### src/design/utvt_pkg.sv
// Shared types and constants for the UTF-8 text validator and transcoder.
// No dependencies; imported by every module of the block.
package utvt_pkg;

	// Status codes carried on the final status result
	localparam logic [2:0] ST_OK         = 3'd0;
	localparam logic [2:0] ST_MALFORMED  = 3'd1;
	localparam logic [2:0] ST_CONTROL    = 3'd2;
	localparam logic [2:0] ST_NOT_LATIN1 = 3'd3;
	localparam logic [2:0] ST_TOO_LONG   = 3'd4;

	// Configuration register indexes
	localparam logic REG_LATIN1_MODE = 1'b0;
	localparam logic REG_TEXT_LIMIT  = 1'b1;

	localparam logic [6:0] TEXT_LIMIT_RST = 7'd127;

	// Lead byte ranges
	localparam logic [7:0] LEAD2_LO  = 8'hC2;
	localparam logic [7:0] LEAD2_HI  = 8'hDF;
	localparam logic [7:0] LEAD3_LO  = 8'hE0;
	localparam logic [7:0] LEAD3_HI  = 8'hEF;
	localparam logic [7:0] LEAD4_LO  = 8'hF0;
	localparam logic [7:0] LEAD4_HI  = 8'hF4;
	localparam logic [7:0] CONT_MASK = 8'hC0;
	localparam logic [7:0] CONT_TAG  = 8'h80;

	// Code point limits
	localparam logic [20:0] CP_MIN2       = 21'h000080;
	localparam logic [20:0] CP_MIN3       = 21'h000800;
	localparam logic [20:0] CP_MIN4       = 21'h010000;
	localparam logic [20:0] CP_MAX        = 21'h10FFFF;
	localparam logic [20:0] CP_SURR_LO    = 21'h00D800;
	localparam logic [20:0] CP_SURR_HI    = 21'h00DFFF;
	localparam logic [20:0] CP_SPACE      = 21'h000020;
	localparam logic [20:0] CP_DEL        = 21'h00007F;
	localparam logic [20:0] CP_LATIN1_MAX = 21'h0000FF;

	// Per-text decoder state
	typedef struct packed {
		logic [20:0] code_accum;
		logic [1:0]  bytes_pending;
		logic [1:0]  seq_class;
		logic [6:0]  out_count;
		logic [2:0]  error_code;
	} text_state_t;

	// All results caused by one input byte
	typedef struct packed {
		logic [3:0][7:0] text;
		logic [2:0]      n_text;
		logic            has_status;
		logic [2:0]      status;
		logic [6:0]      cnt_base;
	} bundle_t;

endpackage

### src/design/utvt_decode.sv
// Combinational decode, validation and transcode of one input byte.
// Depends on utvt_pkg for the state and result bundle types.
module utvt_decode (
	input  utvt_pkg::text_state_t st_q,
	input  logic [2:0][7:0]       held,
	input  logic [7:0]            in_byte,
	input  logic                  end_of_text,
	input  logic                  latin1_mode,
	input  logic [6:0]            text_limit,
	output utvt_pkg::text_state_t st_d,
	output logic [2:0]            held_we,
	output utvt_pkg::bundle_t     bundle
);
	import utvt_pkg::*;

	always_comb begin
		logic [20:0]     cp;
		logic [20:0]     accum_n;
		logic [20:0]     cp_min;
		logic            complete;
		logic            emit;
		logic [2:0]      n;
		logic [3:0][7:0] text;
		logic [2:0]      err_n;
		logic [1:0]      held_idx;
		logic [7:0]      sum;

		st_d     = st_q;
		held_we  = '0;
		cp       = '0;
		accum_n  = '0;
		complete = 1'b0;
		emit     = 1'b0;
		n        = 3'd0;
		text     = '0;
		err_n    = st_q.error_code;
		held_idx = 2'(st_q.seq_class + 2'd1 - st_q.bytes_pending);
		sum      = '0;

		case (st_q.seq_class)
			2'd1:    cp_min = CP_MIN2;
			2'd2:    cp_min = CP_MIN3;
			default: cp_min = CP_MIN4;
		endcase

		if (st_q.error_code == ST_OK) begin
			// Lead byte or continuation byte
			if (st_q.bytes_pending == 2'd0) begin
				if (!in_byte[7]) begin
					st_d.seq_class = 2'd0;
					complete       = 1'b1;
					cp             = {13'd0, in_byte};
				end else if (in_byte inside {[LEAD2_LO:LEAD2_HI]}) begin
					st_d.seq_class     = 2'd1;
					st_d.bytes_pending = 2'd1;
					st_d.code_accum    = {16'd0, in_byte[4:0]};
					held_we            = 3'b001;
				end else if (in_byte inside {[LEAD3_LO:LEAD3_HI]}) begin
					st_d.seq_class     = 2'd2;
					st_d.bytes_pending = 2'd2;
					st_d.code_accum    = {17'd0, in_byte[3:0]};
					held_we            = 3'b001;
				end else if (in_byte inside {[LEAD4_LO:LEAD4_HI]}) begin
					st_d.seq_class     = 2'd3;
					st_d.bytes_pending = 2'd3;
					st_d.code_accum    = {18'd0, in_byte[2:0]};
					held_we            = 3'b001;
				end else begin
					err_n = ST_MALFORMED;
				end
			end else if ((in_byte & CONT_MASK) != CONT_TAG) begin
				err_n = ST_MALFORMED;
			end else begin
				accum_n            = {st_q.code_accum[14:0], in_byte[5:0]};
				st_d.code_accum    = accum_n;
				st_d.bytes_pending = st_q.bytes_pending - 2'd1;
				if (st_q.bytes_pending > 2'd1) begin
					held_we[held_idx] = 1'b1;
				end
				// Last continuation: range checks on the full code point
				if (st_q.bytes_pending == 2'd1) begin
					cp = accum_n;
					if (cp < cp_min || cp > CP_MAX ||
					    (cp >= CP_SURR_LO && cp <= CP_SURR_HI)) begin
						err_n = ST_MALFORMED;
					end else begin
						complete = 1'b1;
					end
				end
			end

			// Completed code point: reject controls and non-Latin-1 code points, build output bytes
			if (complete) begin
				if (cp < CP_SPACE || cp == CP_DEL) begin
					err_n = ST_CONTROL;
				end else if (latin1_mode && cp > CP_LATIN1_MAX) begin
					err_n = ST_NOT_LATIN1;
				end else begin
					if (latin1_mode) begin
						text[0] = cp[7:0];
						n       = 3'd1;
					end else begin
						case (st_d.seq_class)
							2'd0: begin
								text[0] = in_byte;
								n       = 3'd1;
							end
							2'd1: begin
								text[0] = held[0];
								text[1] = in_byte;
								n       = 3'd2;
							end
							2'd2: begin
								text[0] = held[0];
								text[1] = held[1];
								text[2] = in_byte;
								n       = 3'd3;
							end
							default: begin
								text[0] = held[0];
								text[1] = held[1];
								text[2] = held[2];
								text[3] = in_byte;
								n       = 3'd4;
							end
						endcase
					end
					// Length check against the limit
					sum = {1'b0, st_q.out_count} + {5'd0, n};
					if (sum > {1'b0, text_limit}) begin
						err_n = ST_TOO_LONG;
					end else begin
						emit           = 1'b1;
						st_d.out_count = sum[6:0];
					end
				end
			end

			// Truncated sequence at end of text
			if (end_of_text && err_n == ST_OK && st_d.bytes_pending != 2'd0) begin
				err_n = ST_MALFORMED;
			end
		end

		st_d.error_code = err_n;

		bundle.text       = text;
		bundle.n_text     = emit ? n : 3'd0;
		bundle.has_status = end_of_text;
		bundle.status     = err_n;
		bundle.cnt_base   = st_q.out_count;

		// Clear per-text state after the status result
		if (end_of_text) begin
			st_d = '0;
		end
	end

endmodule

### src/design/utvt_emit.sv
// Result register and serializer: holds one byte's results and sends them
// one per cycle while out_stall is low. Depends on utvt_pkg for the bundle type.
module utvt_emit (
	input  logic              clk,
	input  logic              arst_n,
	input  logic              load,
	input  utvt_pkg::bundle_t bundle,
	output logic              can_load,
	output logic              out_valid,
	input  logic              out_stall,
	output logic [7:0]        out_byte,
	output logic              is_status,
	output logic [2:0]        status,
	output logic [6:0]        byte_count,
	output logic              final_res
);
	import utvt_pkg::*;

	bundle_t    bnd_q;
	logic       valid_q;
	logic [2:0] idx_q;
	logic [2:0] total;
	logic [2:0] new_total;
	logic       last_res;
	logic       is_text;

	assign total     = bnd_q.n_text + {2'd0, bnd_q.has_status};
	assign new_total = bundle.n_text + {2'd0, bundle.has_status};
	assign last_res  = (idx_q == total - 3'd1);
	assign can_load  = !valid_q || (last_res && !out_stall);

	// Hold the payload of the current bundle
	always_ff @(posedge clk) begin
		if (load && new_total != 3'd0) begin
			bnd_q <= bundle;
		end
	end

	// Advance through the results, reload when the last one leaves
	always_ff @(posedge clk or negedge arst_n) begin
		if (!arst_n) begin
			valid_q <= 1'b0;
			idx_q   <= 3'd0;
		end else if (load) begin
			valid_q <= (new_total != 3'd0);
			idx_q   <= 3'd0;
		end else if (valid_q && !out_stall) begin
			if (last_res) begin
				valid_q <= 1'b0;
				idx_q   <= 3'd0;
			end else begin
				idx_q <= idx_q + 3'd1;
			end
		end
	end

	// Select the current result
	assign is_text    = (idx_q < bnd_q.n_text);
	assign out_valid  = valid_q;
	assign out_byte   = is_text ? bnd_q.text[idx_q[1:0]] : 8'd0;
	assign is_status  = !is_text;
	assign status     = is_text ? ST_OK : bnd_q.status;
	assign byte_count = is_text ? (bnd_q.cnt_base + {4'd0, idx_q} + 7'd1)
	                            : (bnd_q.cnt_base + {4'd0, bnd_q.n_text});
	assign final_res  = !is_text;

endmodule

### src/design/utf8_text_validate_transcode.sv
// UTF-8 text validator and Latin-1 transcoder, top level.
// Output: a byte's first result is registered and appears in the cycle after its transaction.
// Throughput: one byte per cycle while each byte yields at most one result and out_stall
// is low; a byte causing several results stalls input until its last result leaves the single output port.
// Reset: asynchronous, clears decoder state and sets latin1_mode 0, text_limit 127.
// Uses utvt_pkg, utvt_decode and utvt_emit.
module utf8_text_validate_transcode (
	input  logic       clk,
	input  logic       arst_n,
	input  logic       cfg_we,
	input  logic       cfg_index,
	input  logic [6:0] cfg_wdata,
	input  logic       in_valid,
	output logic       in_stall,
	input  logic [7:0] in_byte,
	input  logic       end_of_text,
	output logic       out_valid,
	input  logic       out_stall,
	output logic [7:0] out_byte,
	output logic       is_status,
	output logic [2:0] status,
	output logic [6:0] byte_count,
	output logic       final_res
);
	import utvt_pkg::*;

	logic            latin1_mode_q;
	logic [6:0]      text_limit_q;
	text_state_t     st_q;
	text_state_t     st_d;
	logic [2:0][7:0] held_q;
	logic [2:0]      held_we;
	bundle_t         bundle;
	logic            can_load;
	logic            load;

	assign in_stall = !can_load;
	assign load     = in_valid && can_load;

	// Configuration registers
	always_ff @(posedge clk or negedge arst_n) begin
		if (!arst_n) begin
			latin1_mode_q <= 1'b0;
			text_limit_q  <= TEXT_LIMIT_RST;
		end else if (cfg_we) begin
			case (cfg_index)
				REG_LATIN1_MODE: latin1_mode_q <= cfg_wdata[0];
				REG_TEXT_LIMIT:  text_limit_q  <= cfg_wdata;
				default:         ;
			endcase
		end
	end

	// Decoder state, updated on each input transaction
	always_ff @(posedge clk or negedge arst_n) begin
		if (!arst_n) begin
			st_q <= '0;
		end else if (load) begin
			st_q <= st_d;
		end
	end

	// Held sequence bytes for pass-through
	always_ff @(posedge clk) begin
		for (int i = 0; i < 3; i++) begin
			if (load && held_we[i]) begin
				held_q[i] <= in_byte;
			end
		end
	end

	utvt_decode u_decode (
		.st_q        (st_q),
		.held        (held_q),
		.in_byte     (in_byte),
		.end_of_text (end_of_text),
		.latin1_mode (latin1_mode_q),
		.text_limit  (text_limit_q),
		.st_d        (st_d),
		.held_we     (held_we),
		.bundle      (bundle)
	);

	utvt_emit u_emit (
		.clk        (clk),
		.arst_n     (arst_n),
		.load       (load),
		.bundle     (bundle),
		.can_load   (can_load),
		.out_valid  (out_valid),
		.out_stall  (out_stall),
		.out_byte   (out_byte),
		.is_status  (is_status),
		.status     (status),
		.byte_count (byte_count),
		.final_res  (final_res)
	);

`ifndef NO_ASSERTIONS
	// The last byte of a text always brings a result in the next cycle
	a_status_follows: assert property (@(posedge clk) disable iff (!arst_n)
		(in_valid && !in_stall && end_of_text) |=> out_valid)
		else $error("no result after end of text");

	// Input is only held back while results are waiting
	a_stall_needs_result: assert property (@(posedge clk) disable iff (!arst_n)
		!out_valid |-> !in_stall)
		else $error("input stalled with no pending result");

	// A status result carries a zero byte and closes the text
	a_status_shape: assert property (@(posedge clk) disable iff (!arst_n)
		(out_valid && is_status) |-> (final_res && out_byte == 8'd0))
		else $error("malformed status result");

	// Text bytes always report ok
	a_text_ok: assert property (@(posedge clk) disable iff (!arst_n)
		(out_valid && !is_status) |-> (status == ST_OK && !final_res))
		else $error("text byte with nonzero status");
`endif

endmodule
### config.mk
export PLATFORM = sky130hd
export DESIGN_NAME = utf8_text_validate_transcode
export DESIGN_NICKNAME = d
export VERILOG_FILES = /design/src/design/utvt_pkg.sv /design/src/design/utvt_decode.sv /design/src/design/utvt_emit.sv /design/src/design/utf8_text_validate_transcode.sv
export SDC_FILE = /design/constraint.sdc
export NUM_CORES = 1
export LEC_CHECK = 0
export BUFFER_PORTS_ARGS = -buffer_cell sky130_fd_sc_hd__buf_2
export CORE_AREA = 10 10 124 126
export CTS_BUF_LIST = sky130_fd_sc_hd__clkbuf_8
export DETAILED_ROUTE_END_ITERATION = 7
export DIE_AREA = 0 0 134 136
export GPL_TIMING_DRIVEN = 0
export PLACE_DENSITY_LB_ADDON = 0.25
export SETUP_SLACK_MARGIN = 0.3
export SYNTH_ARGS = -nofsm -noshare
export SYNTH_HDL_FRONTEND = slang
export SYNTH_SLANG_ARGS = --single-unit
### constraint.sdc
create_clock -name clk -period 15.25 [get_ports clk]
set_input_delay 2.2875 -clock clk [delete_from_list [all_inputs] [get_ports clk]]
set_output_delay 2.2875 -clock clk [all_outputs]
set_load 0.05 [all_outputs]
==> run_summary.xml <==
<?xml version="1.0" encoding="UTF-8"?>
<metrics>
  <group name="synthesis">
    <metric name="yosys_most_used_dff" unit="">edfxtp_1</metric>
    <metric name="synth-warning-count" unit="">0</metric>
    <metric name="ys_async_sr_fraction" unit="%">36.94</metric>
    <metric name="synth.distinct_cells" unit="">72</metric>
    <metric name="synth_enable_flop_cells" unit="">70</metric>
    <metric name="synth_area_leaders" unit="">edfxtp_1 (33%), dfrtp_1 (13%), ha_1 (6.7%)</metric>
    <metric name="yosys.area.top_type" unit="">edfxtp_1</metric>
    <metric name="synth_area" unit="µm²">6317</metric>
    <metric name="synth_top_area_share" unit="%">33.27</metric>
    <metric name="nets_in_the_synthesized_netlist" unit="">636</metric>
    <metric name="ys_seq_elements" unit="">111</metric>
    <metric name="mean_instance_size_in_the_synthesized_netlist" unit="µm²">10.95</metric>
    <metric name="ys_seq_area_share" unit="%">49.65</metric>
    <metric name="synth_cells" unit="">577</metric>
  </group>
  <group name="route">
    <metric name="route.final.wire_length" unit="µm">14100</metric>
    <metric name="routed_via_density" unit="">5.655</metric>
    <metric name="dr.pass1.iters" unit="">5</metric>
    <metric name="drc_errors" unit="">0</metric>
    <metric name="post_drt_wl_per_cell" unit="µm">17.32</metric>
    <metric name="route.antenna.remaining_nets" unit="">0</metric>
    <metric name="vias" unit="">4603</metric>
    <metric name="detail_route.iter0.violations" unit="">374</metric>
  </group>
  <group name="finish">
    <metric name="nNetsFinal" unit="">692</metric>
    <metric name="seq_area" unit="µm²">3137</metric>
    <metric name="layout-area-overhead-vs-synth" unit="%">11.13</metric>
    <metric name="antenna_fix_cells" unit="">0</metric>
    <metric name="nFillCells" unit="">1132</metric>
    <metric name="layout.core_utilization" unit="%">54.09</metric>
    <metric name="layout-drive-gt1-share" unit="%">17.08</metric>
    <metric name="multi_input_area" unit="µm²">2942</metric>
  </group>
  <group name="timing">
    <metric name="layout_worst_path_cycle_share" unit="%">55.78</metric>
    <metric name="max_freq" unit="MHz">117.6</metric>
    <metric name="finalSetupViolCount" unit="">0</metric>
    <metric name="final.setup_skew" unit="ns">0.01925</metric>
    <metric name="totalNegativeSetupSlack" unit="ns">0</metric>
    <metric name="min_period" unit="ns">8.506</metric>
    <metric name="final_hold_viol_count" unit="">0</metric>
    <metric name="final.setup.worst_slack" unit="ns">6.744</metric>
    <metric name="worst_slew_margin_rel" unit="%">28.25</metric>
    <metric name="final-max-slew-violation-count" unit="">0</metric>
    <metric name="fin_worst_hold_slack" unit="ns">0.5292</metric>
    <metric name="rsz_0062_raised_after_global_routing" unit="">no</metric>
    <metric name="timing_worst_slew_pin_value" unit="ns">1.068</metric>
  </group>
  <group name="placement">
    <metric name="place_worst_setup_slack" unit="ns">6.377</metric>
    <metric name="dpl.hpwl" unit="µm">10750</metric>
    <metric name="placement.io_buffers" unit="">43</metric>
    <metric name="gp_routability_congestion" unit="">0.9032</metric>
  </group>
  <group name="worst_setup_path">
    <metric name="crit_path_leading_delay_family" unit="">compound AO/OA/AOI/OAI gates</metric>
    <metric name="path_common_cell" unit="">ha_1</metric>
    <metric name="cpPeakStageDelay" unit="ns">0.53</metric>
    <metric name="crit_arrival" unit="ns">8.61</metric>
    <metric name="r2r.worst_path.cells" unit="">27</metric>
    <metric name="worst-path-buf-inv" unit="">6</metric>
    <metric name="critical_path.max_fanout" unit="">32</metric>
    <metric name="reg2reg_from" unit="">st_q[12]$_DFFE_PN0P_</metric>
    <metric name="start_kind" unit="">primary input</metric>
    <metric name="critical_path.reg2reg.endpoint" unit="">u_emit.bnd_q[24]$_SDFFCE_PP0P_</metric>
    <metric name="data_required_time_at_the_worst_endpoint" unit="ns">15.35</metric>
    <metric name="slowest_stage" unit="">a31oi_4</metric>
    <metric name="r2r_setup_slack" unit="ns">8.11</metric>
    <metric name="timing.setup.critical_path_class" unit="">primary input to flip-flop</metric>
    <metric name="critical_path.endpoint_type" unit="">flip-flop</metric>
    <metric name="critical_path_depth" unit="">27</metric>
  </group>
  <group name="clock_network">
    <metric name="cts_setup_buffers" unit="">0</metric>
    <metric name="cts.repair.resized" unit="">0</metric>
    <metric name="tritoncts" unit="">yes</metric>
    <metric name="cts_htree_levels" unit="">3</metric>
    <metric name="root_buffer" unit="">clkbuf_8</metric>
    <metric name="holdBufCountCts" unit="">0</metric>
    <metric name="tritoncts_buffer_count" unit="">9</metric>
    <metric name="worst_skew_pair.late_latency" unit="ns">0.40</metric>
    <metric name="clk_pin_slew" unit="ns">0.11</metric>
    <metric name="cts.path.max_buffers" unit="">2</metric>
    <metric name="clock-sinks" unit="">111</metric>
  </group>
  <group name="floorplan">
    <metric name="die_area" unit="µm²">18220</metric>
    <metric name="die_height" unit="µm">136</metric>
    <metric name="die-width" unit="µm">134</metric>
    <metric name="io-pin-count" unit="">44</metric>
    <metric name="initial_core_util" unit="%">48.67</metric>
    <metric name="rows" unit="">42</metric>
    <metric name="core_footprint" unit="µm²">12980</metric>
  </group>
  <group name="global_routing">
    <metric name="grt_max_degree" unit="">42</metric>
    <metric name="total_global_routing_overflow" unit="">0</metric>
    <metric name="grt_antenna_before_repair" unit="">0</metric>
    <metric name="grt_pass1_wl" unit="µm">23330</metric>
    <metric name="grt_usage" unit="%">15.75</metric>
    <metric name="first_global_vias" unit="">4501</metric>
  </group>
  <group name="power">
    <metric name="share_seq_of_total_power" unit="%">32.3</metric>
    <metric name="cellInternalPower" unit="mW">0.6779</metric>
    <metric name="power.ir.vdd_worst" unit="µV">67.93</metric>
    <metric name="net-switching-power" unit="mW">0.6013</metric>
    <metric name="clock_power_share" unit="%">15.1</metric>
    <metric name="power.share.combinational" unit="%">52.6</metric>
    <metric name="total_leakage_power" unit="nW">2.834</metric>
    <metric name="design_power_total" unit="mW">1.279</metric>
    <metric name="power.share.switching" unit="%">47.01</metric>
    <metric name="power_per_cell_area" unit="nW/µm²">182.2</metric>
  </group>
  <group name="run">
    <metric name="max-cap-violations" unit="">0</metric>
  </group>
  <group name="min_path">
    <metric name="hold-path-endpoint" unit="">u_emit.bnd_q[6]$_DFFE_PP_</metric>
    <metric name="timing.hold.worst_path_depth" unit="">0</metric>
    <metric name="worstHoldStart" unit="">st_q[9]$_DFFE_PN0P_</metric>
    <metric name="type_of_the_worst_min_delay_path" unit="">flip-flop to flip-flop</metric>
  </group>
  <group name="run_status">
    <metric name="outcome" unit="">complete, no violations</metric>
  </group>
</metrics>
-- sequential cells by signal, summed over array words and instances, names as in the netlist --
register,flops
latin1_mode_q,1
u_emit.out_valid,1
st_q,29
u_emit.idx_q,3
text_limit_q,7
u_emit.bnd_q,46
held_q,24
-- how the worst max path moves through the flow --
stage	from	endpoint
after floorplan	in_byte[1]	u_emit.bnd_q[0]$_DFFE_PP_
after global placement	in_byte[4]	u_emit.bnd_q[16]$_SDFFCE_PP0P_
after detailed placement	in_byte[4]	u_emit.bnd_q[24]$_SDFFCE_PP0P_
after CTS	in_byte[4]	u_emit.bnd_q[24]$_SDFFCE_PP0P_
after global routing	in_byte[4]	u_emit.bnd_q[16]$_SDFFCE_PP0P_
final	in_byte[4]	u_emit.bnd_q[24]$_SDFFCE_PP0P_
-- cells in the mapped netlist, types with 2 or more instances --
cell type / count
nand2_1: 43
o211ai_1: 4
fa_1: 3
xor2_1: 6
nor2_1: 61
nand3_1: 11
o22ai_1: 4
nand2b_1: 5
edfxtp_1: 70
a21oi_1: 33
mux4_2: 8
dfstp_2: 7
mux2_2: 9
and2_1: 12
nor3b_1: 10
or4_1: 5
nand4_1: 3
inv_1: 34
ha_1: 34
a41oi_1: 2
a22oi_1: 7
clkbuf_1: 22
a211oi_1: 3
o21a_1: 3
buf_2: 4
a2bb2oi_1: 2
o31ai_1: 2
xnor2_1: 10
nor2b_1: 15
buf_4: 2
mux2i_1: 4
o21bai_1: 3
nor4_1: 3
a21o_1: 10
o41ai_1: 2
a31o_2: 2
a31oi_1: 8
and3_1: 3
or2_2: 3
dfrtp_1: 34
a22o_1: 18
o21ai_0: 13
nor3_1: 11
-- cell families after synthesis --
| kind of cell | Yosys count | share of synthesized area (%) |
|---|---|---|
| xor+xnor | 16 | 2.218 |
| fa+ha+maj | 37 | 7.685 |
| simple gates | 198 | 16.76 |
| compound gates | 130 | 14.48 |
| buf+inv | 64 | 4.119 |
| mux | 21 | 5.090 |
| flops | 111 | 49.65 |
-- through the flow --
| step | instance area [µm²] | instances |
|---|---|---|
| global placement | 6753 | 796 |
| floorplan | 6317 | 577 |
| detailed placement | 6802 | 798 |
| global route | 7020 | 814 |
| CTS | 7020 | 814 |
| finish | 7020 | 814 |
-- power groups by stage --
stage          Clock [mW]  Combinational, mW  Sequential, mW
2_1_floorplan           0              0.521           0.412
3_3_place_gp            0              0.653           0.420
3_5_place_dp            0              0.674           0.419
4_1_cts             0.196              0.677           0.413
5_1_grt             0.208              0.739           0.420
6_report            0.193              0.673           0.413
-- metal layers --
metal  vias up  routed length [µm]  track usage, %
met2       130                6475           24.70
met3        20                 813           3.395
li1       2235                   -               -
met5         -                   0               0
met4         0                 281           5.623
met1      2218                6530           21.11
-- layout make-up --
class / count / area share, %
Timing Repair Buffer: 45 / 3.457
Clock buffer: 9 / 1.764
Sequential cell: 111 / 44.68
Tap cell: 176 / 3.137
Buffer: 30 / 1.889
Multi-Input combinational cell: 402 / 41.90
Inverter: 34 / 1.818
Clock inverter: 7 / 1.354
-- cell usage in the layout, fill, tap and decap left out, drive strengths merged, types with 5 or more instances in the layout --
cell,n
a21o,10
a21oi,34
a22o,18
a22oi,7
a31oi,8
and2,12
buf,53
clkbuf,31
dfrtp,34
dfstp,7
edfxtp,70
ha,34
inv,39
mux2,9
mux4,8
nand2,43
nand2b,5
nand3,12
nor2,61
nor2b,15
nor3,11
nor3b,10
o21ai,13
or4,6
xnor2,10
xor2,6
Power figures use the tool's default switching activity.
